--- src/sv/tfr_pkg.sv ---
// Package with the shared types and constants of the triangle fill rasterizer.
`default_nettype none

package tfr_pkg;

    localparam int XW          = 7;
    localparam int YW          = 6;
    localparam int DIFF_W      = 8;
    localparam int EDGE_W      = 16;
    localparam int SUM_W       = 17;
    localparam int MASK_W      = 128;
    localparam int HALF_W      = 64;
    localparam int IN_TDATA_W  = 40;
    localparam int OUT_TDATA_W = 136;
    localparam int STEP_W      = 3;

    localparam logic [STEP_W-1:0] MS_AB_Y    = 3'd0;
    localparam logic [STEP_W-1:0] MS_AB_X    = 3'd1;
    localparam logic [STEP_W-1:0] MS_BC_Y    = 3'd2;
    localparam logic [STEP_W-1:0] MS_BC_X    = 3'd3;
    localparam logic [STEP_W-1:0] MS_CA_Y    = 3'd4;
    localparam logic [STEP_W-1:0] MS_CA_X    = 3'd5;
    localparam logic [STEP_W-1:0] MS_WHOLE_Y = 3'd6;
    localparam logic [STEP_W-1:0] MS_WHOLE_X = 3'd7;

    typedef enum logic [2:0] {
        ST_IDLE,
        ST_BOX,
        ST_MUL,
        ST_DRAIN,
        ST_AREA,
        ST_SCAN,
        ST_ROW
    } t_state;

    typedef struct packed {
        logic              load;
        logic              box;
        logic              mul;
        logic [STEP_W-1:0] mul_step;
        logic              area;
        logic              pixel;
        logic              row_out;
    } t_cmd;

    typedef struct packed {
        logic box_empty;
        logic row_end;
        logic last_row;
        logic out_free;
    } t_status;

endpackage

`default_nettype wire

--- src/sv/tfr_ctrl.sv ---
// Sequencer of the triangle fill rasterizer: setup, pixel scan and row hand-off.
`default_nettype none

module tfr_ctrl
    import tfr_pkg::*;
(
    input  wire     i_clk,
    input  wire     i_rst_n,
    input  wire     i_in_valid,
    output logic    o_in_ready,
    input  t_status i_status,
    output t_cmd    o_cmd
);

    t_state            r_state, n_state;
    logic [STEP_W-1:0] r_step, n_step;

    always_ff @(posedge i_clk) begin
        if (!i_rst_n) begin
            r_state <= ST_IDLE;
            r_step  <= '0;
        end else begin
            r_state <= n_state;
            r_step  <= n_step;
        end
    end

    always_comb begin
        n_state      = r_state;
        n_step       = r_step;
        o_in_ready   = 1'b0;
        o_cmd        = '0;
        o_cmd.mul_step = r_step;
        case (r_state)
            ST_IDLE: begin
                o_in_ready = 1'b1;
                if (i_in_valid) begin
                    o_cmd.load = 1'b1;
                    n_state    = ST_BOX;
                end
            end
            ST_BOX: begin
                o_cmd.box = 1'b1;
                n_step    = MS_AB_Y;
                n_state   = ST_MUL;
            end
            ST_MUL: begin
                o_cmd.mul = 1'b1;
                if (r_step == MS_WHOLE_X) begin
                    n_state = ST_DRAIN;
                end else begin
                    n_step = r_step + 1'b1;
                end
            end
            ST_DRAIN: begin
                n_state = ST_AREA;
            end
            ST_AREA: begin
                o_cmd.area = 1'b1;
                n_state    = i_status.box_empty ? ST_IDLE : ST_SCAN;
            end
            ST_SCAN: begin
                o_cmd.pixel = 1'b1;
                if (i_status.row_end) begin
                    n_state = ST_ROW;
                end
            end
            ST_ROW: begin
                if (i_status.out_free) begin
                    o_cmd.row_out = 1'b1;
                    n_state       = i_status.last_row ? ST_IDLE : ST_SCAN;
                end
            end
            default: begin
                n_state = ST_IDLE;
            end
        endcase
    end

endmodule

`default_nettype wire

--- src/sv/tfr_datapath.sv ---
// Datapath of the triangle fill rasterizer: bounding box, edge set-up, pixel test and row output.
`default_nettype none

module tfr_datapath
    import tfr_pkg::*;
#(
    parameter int SCREEN_WIDTH  = 128,
    parameter int SCREEN_HEIGHT = 64
) (
    input  wire               i_clk,
    input  wire               i_rst_n,
    input  t_cmd              i_cmd,
    output t_status           o_status,
    input  wire  [XW-1:0]     i_ax,
    input  wire  [YW-1:0]     i_ay,
    input  wire  [XW-1:0]     i_bx,
    input  wire  [YW-1:0]     i_by,
    input  wire  [XW-1:0]     i_cx,
    input  wire  [YW-1:0]     i_cy,
    output logic              o_out_valid,
    input  wire               i_out_ready,
    output logic [YW-1:0]     o_row,
    output logic [MASK_W-1:0] o_mask,
    output logic              o_last
);

    localparam logic [XW-1:0] X_LAST = XW'(SCREEN_WIDTH - 1);
    localparam logic [YW-1:0] Y_LAST = YW'(SCREEN_HEIGHT - 1);

    logic [XW-1:0] r_ax, r_bx, r_cx;
    logic [YW-1:0] r_ay, r_by, r_cy;
    logic [XW-1:0] r_x0, r_x1, r_x;
    logic [YW-1:0] r_y0, r_y1, r_y;

    logic signed [DIFF_W-1:0] r_stepx [3];
    logic signed [DIFF_W-1:0] r_stepy [3];
    logic signed [EDGE_W-1:0] r_acc   [4];
    logic signed [EDGE_W-1:0] r_erow  [3];
    logic signed [EDGE_W-1:0] r_e     [3];
    logic        [EDGE_W-1:0] r_whole;

    logic signed [EDGE_W-1:0] r_prod;
    logic                     r_prod_vld;
    logic                     r_prod_neg;
    logic [1:0]               r_prod_idx;

    logic [MASK_W-1:0] r_mask;
    logic              r_out_valid;
    logic [YW-1:0]     r_out_row;
    logic [MASK_W-1:0] r_out_mask;
    logic              r_out_last;

    logic signed [DIFF_W-1:0] mul_a, mul_b;
    logic                     mul_neg;
    logic [1:0]               mul_idx;
    logic [XW-1:0]            xmin_ab, xmax_ab, xmin, xmax;
    logic [YW-1:0]            ymin_ab, ymax_ab, ymin, ymax;
    logic [EDGE_W-1:0]        abs_e [3];
    logic [SUM_W-1:0]         area_sum;
    logic                     covered;
    logic                     row_end;

    function automatic logic signed [DIFF_W-1:0] dx(input logic [XW-1:0] p, input logic [XW-1:0] q);
        dx = $signed({1'b0, p}) - $signed({1'b0, q});
    endfunction

    function automatic logic signed [DIFF_W-1:0] dy(input logic [YW-1:0] p, input logic [YW-1:0] q);
        dy = $signed({2'b00, p}) - $signed({2'b00, q});
    endfunction

    function automatic logic signed [EDGE_W-1:0] sext(input logic signed [DIFF_W-1:0] v);
        sext = {{(EDGE_W-DIFF_W){v[DIFF_W-1]}}, v};
    endfunction

    function automatic logic [EDGE_W-1:0] mag(input logic signed [EDGE_W-1:0] v);
        mag = v[EDGE_W-1] ? EDGE_W'(-v) : EDGE_W'(v);
    endfunction

    always_comb begin
        xmin_ab = (r_ax < r_bx) ? r_ax : r_bx;
        xmax_ab = (r_ax > r_bx) ? r_ax : r_bx;
        xmin    = (xmin_ab < r_cx) ? xmin_ab : r_cx;
        xmax    = (xmax_ab > r_cx) ? xmax_ab : r_cx;
        ymin_ab = (r_ay < r_by) ? r_ay : r_by;
        ymax_ab = (r_ay > r_by) ? r_ay : r_by;
        ymin    = (ymin_ab < r_cy) ? ymin_ab : r_cy;
        ymax    = (ymax_ab > r_cy) ? ymax_ab : r_cy;
    end

    // Each edge value is (x2-x1)*(y-y1) - (y2-y1)*(x-x1) at the box corner.
    always_comb begin
        mul_a   = '0;
        mul_b   = '0;
        mul_neg = 1'b0;
        mul_idx = 2'd0;
        case (i_cmd.mul_step)
            MS_AB_Y: begin
                mul_a = dx(r_bx, r_ax); mul_b = dy(r_y0, r_ay); mul_idx = 2'd0;
            end
            MS_AB_X: begin
                mul_a = dy(r_by, r_ay); mul_b = dx(r_x0, r_ax); mul_idx = 2'd0; mul_neg = 1'b1;
            end
            MS_BC_Y: begin
                mul_a = dx(r_cx, r_bx); mul_b = dy(r_y0, r_by); mul_idx = 2'd1;
            end
            MS_BC_X: begin
                mul_a = dy(r_cy, r_by); mul_b = dx(r_x0, r_bx); mul_idx = 2'd1; mul_neg = 1'b1;
            end
            MS_CA_Y: begin
                mul_a = dx(r_ax, r_cx); mul_b = dy(r_y0, r_cy); mul_idx = 2'd2;
            end
            MS_CA_X: begin
                mul_a = dy(r_ay, r_cy); mul_b = dx(r_x0, r_cx); mul_idx = 2'd2; mul_neg = 1'b1;
            end
            MS_WHOLE_Y: begin
                mul_a = dx(r_bx, r_ax); mul_b = dy(r_cy, r_ay); mul_idx = 2'd3;
            end
            MS_WHOLE_X: begin
                mul_a = dy(r_by, r_ay); mul_b = dx(r_cx, r_ax); mul_idx = 2'd3; mul_neg = 1'b1;
            end
            default: begin
                mul_a = '0;
            end
        endcase
    end

    always_comb begin
        for (int i = 0; i < 3; i++) begin
            abs_e[i] = mag(r_e[i]);
        end
        area_sum = SUM_W'(abs_e[0]) + SUM_W'(abs_e[1]) + SUM_W'(abs_e[2]);
        covered  = (area_sum <= SUM_W'(r_whole)) && (r_x <= r_x1);
        row_end  = (r_x >= r_x1);
    end

    always_ff @(posedge i_clk) begin
        if (i_cmd.load) begin
            r_ax <= i_ax; r_ay <= i_ay;
            r_bx <= i_bx; r_by <= i_by;
            r_cx <= i_cx; r_cy <= i_cy;
        end
        if (i_cmd.box) begin
            r_x0 <= xmin;
            r_x1 <= (xmax > X_LAST) ? X_LAST : xmax;
            r_y0 <= ymin;
            r_y1 <= (ymax > Y_LAST) ? Y_LAST : ymax;
            r_stepx[0] <= dy(r_ay, r_by);
            r_stepx[1] <= dy(r_by, r_cy);
            r_stepx[2] <= dy(r_cy, r_ay);
            r_stepy[0] <= dx(r_bx, r_ax);
            r_stepy[1] <= dx(r_cx, r_bx);
            r_stepy[2] <= dx(r_ax, r_cx);
            for (int i = 0; i < 4; i++) begin
                r_acc[i] <= '0;
            end
        end
        if (i_cmd.mul) begin
            r_prod     <= EDGE_W'(mul_a * mul_b);
            r_prod_neg <= mul_neg;
            r_prod_idx <= mul_idx;
        end
        if (r_prod_vld) begin
            r_acc[r_prod_idx] <= r_prod_neg ? r_acc[r_prod_idx] - r_prod
                                            : r_acc[r_prod_idx] + r_prod;
        end
        if (i_cmd.area) begin
            r_whole <= mag(r_acc[3]);
            r_x     <= r_x0;
            r_y     <= r_y0;
            r_mask  <= '0;
            for (int i = 0; i < 3; i++) begin
                r_e[i]    <= r_acc[i];
                r_erow[i] <= r_acc[i];
            end
        end
        if (i_cmd.pixel) begin
            if (covered) begin
                r_mask[r_x] <= 1'b1;
            end
            if (!row_end) begin
                r_x <= r_x + 1'b1;
                for (int i = 0; i < 3; i++) begin
                    r_e[i] <= r_e[i] + sext(r_stepx[i]);
                end
            end
        end
        if (i_cmd.row_out) begin
            r_out_row  <= r_y;
            r_out_mask <= r_mask;
            r_out_last <= (r_y == r_y1);
            r_mask     <= '0;
            r_x        <= r_x0;
            r_y        <= r_y + 1'b1;
            for (int i = 0; i < 3; i++) begin
                r_erow[i] <= r_erow[i] + sext(r_stepy[i]);
                r_e[i]    <= r_erow[i] + sext(r_stepy[i]);
            end
        end
    end

    always_ff @(posedge i_clk) begin
        if (!i_rst_n) begin
            r_prod_vld  <= 1'b0;
            r_out_valid <= 1'b0;
        end else begin
            r_prod_vld <= i_cmd.mul;
            if (i_cmd.row_out) begin
                r_out_valid <= 1'b1;
            end else if (i_out_ready) begin
                r_out_valid <= 1'b0;
            end
        end
    end

    always_comb begin
        o_status.box_empty = (r_y0 > r_y1);
        o_status.row_end   = row_end;
        o_status.last_row  = (r_y == r_y1);
        o_status.out_free  = !r_out_valid || i_out_ready;
        o_out_valid        = r_out_valid;
        o_row              = r_out_row;
        o_mask             = r_out_mask;
        o_last             = r_out_last;
    end

endmodule

`default_nettype wire

--- src/sv/triangle_fill_rasterizer.sv ---
// Top level of the triangle fill rasterizer: one vertex triple in, one pixel-mask word per box row out.
//
//  channel   direction  tdata fields (lowest bit up)                      tuser  tlast
//  s_axis    in         ax[6:0] ay[12:7] bx[19:13] by[25:20] cx[32:26]    -      -
//                       cy[38:33], zero pad to 40 bits
//  m_axis    out        row[5:0] mask_low[69:6] mask_high[133:70],        -      last
//                       zero pad to 136 bits
//
// A triangle is first set up (bounding box, then eight products through one shared 8x8 multiplier),
// then scanned over the clipped box at one pixel test per cycle, with a row hand-off step after
// each row that can stall on the output register.
// A new triangle is accepted only once the last row has been handed to the output register, or its box is empty.
// The output register holds one row; the scan stalls at the end of a row while it is full and not being read.
// Reset is synchronous and active low, and clears the sequencer, the product valid flag and the output valid flag.
`default_nettype none

module triangle_fill_rasterizer
    import tfr_pkg::*;
#(
    parameter int SCREEN_WIDTH  = 128,
    parameter int SCREEN_HEIGHT = 64
) (
    input  wire                    i_clk,
    input  wire                    i_rst_n,
    input  wire                    i_s_axis_tvalid,
    output logic                   o_s_axis_tready,
    input  wire  [IN_TDATA_W-1:0]  i_s_axis_tdata,  // ax, ay, bx, by, cx, cy
    output logic                   o_m_axis_tvalid,
    input  wire                    i_m_axis_tready,
    output logic [OUT_TDATA_W-1:0] o_m_axis_tdata,  // row, mask_low, mask_high
    output logic                   o_m_axis_tlast
);

    t_cmd              cmd;
    t_status           status;
    logic [YW-1:0]     out_row;
    logic [MASK_W-1:0] out_mask;

    tfr_ctrl u_ctrl (
        .i_clk      (i_clk),
        .i_rst_n    (i_rst_n),
        .i_in_valid (i_s_axis_tvalid),
        .o_in_ready (o_s_axis_tready),
        .i_status   (status),
        .o_cmd      (cmd)
    );

    tfr_datapath #(
        .SCREEN_WIDTH  (SCREEN_WIDTH),
        .SCREEN_HEIGHT (SCREEN_HEIGHT)
    ) u_datapath (
        .i_clk       (i_clk),
        .i_rst_n     (i_rst_n),
        .i_cmd       (cmd),
        .o_status    (status),
        .i_ax        (i_s_axis_tdata[6:0]),
        .i_ay        (i_s_axis_tdata[12:7]),
        .i_bx        (i_s_axis_tdata[19:13]),
        .i_by        (i_s_axis_tdata[25:20]),
        .i_cx        (i_s_axis_tdata[32:26]),
        .i_cy        (i_s_axis_tdata[38:33]),
        .o_out_valid (o_m_axis_tvalid),
        .i_out_ready (i_m_axis_tready),
        .o_row       (out_row),
        .o_mask      (out_mask),
        .o_last      (o_m_axis_tlast)
    );

    assign o_m_axis_tdata = {2'b00, out_mask, out_row};

endmodule

`default_nettype wire
--- config.mk ---
export PLATFORM = sky130hd
export DESIGN_NAME = triangle_fill_rasterizer
export DESIGN_NICKNAME = d
export VERILOG_FILES = /design/src/sv/tfr_pkg.sv /design/src/sv/tfr_ctrl.sv /design/src/sv/tfr_datapath.sv /design/src/sv/triangle_fill_rasterizer.sv
export SDC_FILE = /design/constraint.sdc
export NUM_CORES = 1
export LEC_CHECK = 0
export ABC_AREA = 1
export BUFFER_PORTS_ARGS = -buffer_cell sky130_fd_sc_hd__buf_2
export CORE_AREA = 10 10 365 367
export DETAILED_ROUTE_END_ITERATION = 8
export DIE_AREA = 0 0 375 377
export PLACE_DENSITY = 0.44
export SETUP_SLACK_MARGIN = 0.3
export SLEW_MARGIN = 40
export SYNTH_ARGS = -nofsm -noshare
export SYNTH_HDL_FRONTEND = slang
export SYNTH_HIERARCHICAL = 1
export SYNTH_SLANG_ARGS = --single-unit
--- constraint.sdc ---
create_clock -name i_clk -period 21.3 [get_ports i_clk]
set_input_delay 4.26 -clock i_clk [delete_from_list [all_inputs] [get_ports i_clk]]
set_output_delay 4.26 -clock i_clk [all_outputs]
set_load 0.005 [all_outputs]
==> results.yml <==
setup_path:
  critical-path-top-cell-by-count: "sky130_fd_sc_hd__nand2_1"
  critPathBufInv: 3
  setup.worst_path.start: "u_ctrl/r_step[2]"
  timing.critical_path.max_delay_family: "adder cells"
  setup.reg_to_reg.worst_slack_ps: 13390
  reg2reg_depth: 27
  cp-end-kind: "register"
  critical_path.max_fanout: 20
  cp.arrival_ps: 8330
  critical_path.max_stage_delay_ps: 730
  crit_path_start_kind: "register"
  timing.rr.end: "u_datapath/r_prod[15]"
  critical-path-slowest-cell: "sky130_fd_sc_hd__dfxtp_1"
  cp.required_ps: 21720
  path_class: "register to register"
  rr_startpoint: "u_ctrl/r_step[2]"
  cp_num_cells: 27
clock_network:
  cts.repair_timing.setup_buffer_count: 0
  clock_sinks: 591
  cts.path.max_buffers: 3
  postCtsResizedCells: 0
  tritoncts_clock_tree: "done"
  clock_insertion_delay_worst_skew_ps: 680
  cts_root_buf: "sky130_fd_sc_hd__clkbuf_16"
  cts.reportedPaths.clkPinSlew_ps: 60
  cts-buffers-inserted: 71
  holdBufCountCts: 0
  cts-htree-levels: 3
routing:
  route.detailed.vias_per_inst: 4.79
  remaining_drc_errors: 0
  detailroute.via_count: 29497
  drt-total-wl_um: 122000
  postRouteAntennaNets: 0
  route.detailed.wl_per_inst_um: 19.8
  first_iter_violations: 2374
  drt_first_pass_iters: 5
yosys:
  synth.yosys.seq_area_share_pct: 43.5
  post_synth_inst_count: 4285
  synth_enable_flop_cells: 446
  ys.flop_type: "sky130_fd_sc_hd__edfxtp_1"
  ys_top_cells_by_area: "sky130_fd_sc_hd__edfxtp_1 36%, sky130_fd_sc_hd__ha_1 10%, sky130_fd_sc_hd__nand2_1 9.3%, sky130_fd_sc_hd__dfxtp_1 7.7%, sky130_fd_sc_hd__inv_1 5.4%"
  synthesis.area_per_instance_um2: 8.74
  synth.ff_latch_count: 591
  yosysUniqueCellTypes: 64
  synth_area_mm2: 0.0375
  post-synth-top-area-fraction_pct: 35.8
  postSynth.asyncResetShare_pct: 0
  yosys.area.top_type: "sky130_fd_sc_hd__edfxtp_1"
  yosys_warnings: 6
timing:
  slew_headroom_pct: 44.2
  timing.final.crit_share_pct: 37.2
  number_of_hold_violations_in_the_final_report: 0
  unrepaired_setup_endpoints_after_global_routing: "no"
  fin_skew_ps: 39.5
  finalSetupTns_ps: 0
  worstMarginPinSlew_ps: 834
  period_minus_slack_ps: 7910
  report.final.setup_viol: 0
  drv_slew: 0
  max_clock_freq_mhz: 126
die:
  die_x_um: 375
  core-area_mm2: 0.125
  io_pins: 183
  rows: 130
  initial_core_util_pct: 29.9
  floorplan.die.height_um: 377
  die_area_mm2: 0.141
min_path:
  hold_path.startpoint: "u_datapath/r_mask[127]"
  min_path_cells: 0
  hp-class: "register to register"
  min_to: "u_datapath/o_mask[127]"
grt:
  grt_first_pass_wirelength_um: 182000
  via_count_of_the_first_global_routing_pass: 28606
  grt_usage_pct: 16.7
  globalRouteOverflowTotal: 0
  grt_start_max_net_pins: 110
  number_of_antenna_violations_at_the_first_check_in_global_routing: 0
placement:
  globalplace.congestion: 0.890
  port_buffers: 179
  dpl.hpwl_um: 93200
cells_and_area:
  layout.nets: 4885
  layout_overhead_on_the_synthesized_area_pct: 13.7
  layout.filler_cells: 13004
  share_of_layout_cells_above_drive_strength_1_pct: 9.34
status:
  status: "complete, no violations"
job:
  cap_violations: 0
==> registers in the layout, summed over array words and instances (netlist names), 7 cells and up, named ones only <==
name                count
u_datapath/r_erow      48
u_datapath/r_x          7
u_datapath/r_acc       64
u_datapath/r_ax         7
u_datapath/r_mask     128
u_datapath/r_cx         7
u_datapath/r_bx         7
u_datapath/r_stepx     21
u_datapath/r_e         48
u_datapath/r_whole     16
u_datapath/r_x1         7
u_datapath/r_prod      16
u_datapath/o_mask     128
u_datapath/r_x0         7
u_datapath/r_stepy     24
==> logic make-up (layout without fill, tap and decap cells) <==
| kind of cell | Yosys count | in the layout | synth area share (%) |
|---|---|---|---|
| fa+ha+maj | 393 | 393 | 15.0 |
| simple gates | 1581 | 1581 | 17.5 |
| buf+inv | 663 | 883 | 6.86 |
| compound gates | 883 | 883 | 13.1 |
| other cells | 1 | 4 | 0.0100 |
| xor+xnor | 173 | 173 | 4.05 |
| flops | 591 | 591 | 43.5 |
==> placed cells by master (no fill, tap or decap), drive strengths merged, types with 25 or more instances in the layout <==
master	netlist	final
a21oi	284	284
fa	93	93
xnor2	51	51
nand4	34	34
inv	553	555
ha	300	300
nor3	38	38
buf	37	197
o21bai	25	25
nor2	339	339
edfxtp	446	446
dfxtp	145	145
clkbuf	72	105
nand3	183	183
xor2	122	122
nand2	941	941
o21ai	432	432
o211ai	25	25
==> per-stage QoR <==
| step | utilization, % | area (um2) | hold WS (ps) | instances | setup slack (ps) |
|---|---|---|---|---|---|
| final | 34.0 | 42600 | 410 | 6158 | 13390 |
| after global routing | 34.0 | 42600 | 417 | 6156 | 12860 |
| after floorplan | - | 37500 | 408 | 4286 | 4880 |
| after global placement | 32.0 | 40100 | 412 | 6025 | 13360 |
| after detailed placement | 32.1 | 40200 | 415 | 6025 | 13350 |
| after CTS | 33.9 | 42600 | 415 | 6156 | 13320 |
==> worst max-delay path by stage <==
stage | to | slack [ps]
2_1_floorplan | u_datapath/r_erow[0][0] | 4880
4_1_cts | u_datapath/r_prod[15] | 13320
3_3_place_gp | u_datapath/r_prod[15] | 13360
3_5_place_dp | u_datapath/r_prod[15] | 13350
5_1_grt | u_datapath/r_prod[15] | 12860
6_report | u_datapath/r_prod[15] | 13390
==> routing by layer <==
metal / GRT usage, % / up-vias / routed length, um
met3: 2.14 / 123 / 4670
li1: - / 14793 / -
met4: 4.38 / 0 / 2920
met1: 22.7 / 14022 / 57100
met2: 27.9 / 559 / 57000
met5: 0 / - / 0
==> Yosys cell counts (all sizes together) (2+ instances only) <==
cell / n
xor2: 122
and2: 2
o2111ai: 6
o31ai: 16
o211ai: 25
o21ai: 432
nor4: 9
and3: 2
o22ai: 20
clkbuf: 72
o221ai: 2
o21bai: 25
buf: 37
a221oi: 3
a21o: 24
nor3: 38
nand3: 183
or2: 21
xnor2: 51
a21boi: 11
ha: 300
dfxtp: 145
fa: 93
nand2: 941
inv: 553
nand4: 34
o21a: 6
nor2: 339
o41ai: 2
edfxtp: 446
a211oi: 4
a31oi: 17
nand3b: 10
a21oi: 284
==> final cells by class <==
class	count	area, um2	area share, %
Multi-Input combinational cell	3032	18700	44.0
Sequential cell	591	16300	38.2
Inverter	554	2080	4.89
Tap cell	1650	2060	4.85
Clock buffer	104	2030	4.77
Timing Repair Buffer	198	1060	2.49
Clock inverter	27	334	0.784
Antenna cell	2	5.00	0.0117
Power is left out: the tool's default activity adds up to more than one toggle a clock period on the data nets, which glitch-free logic cannot reach.
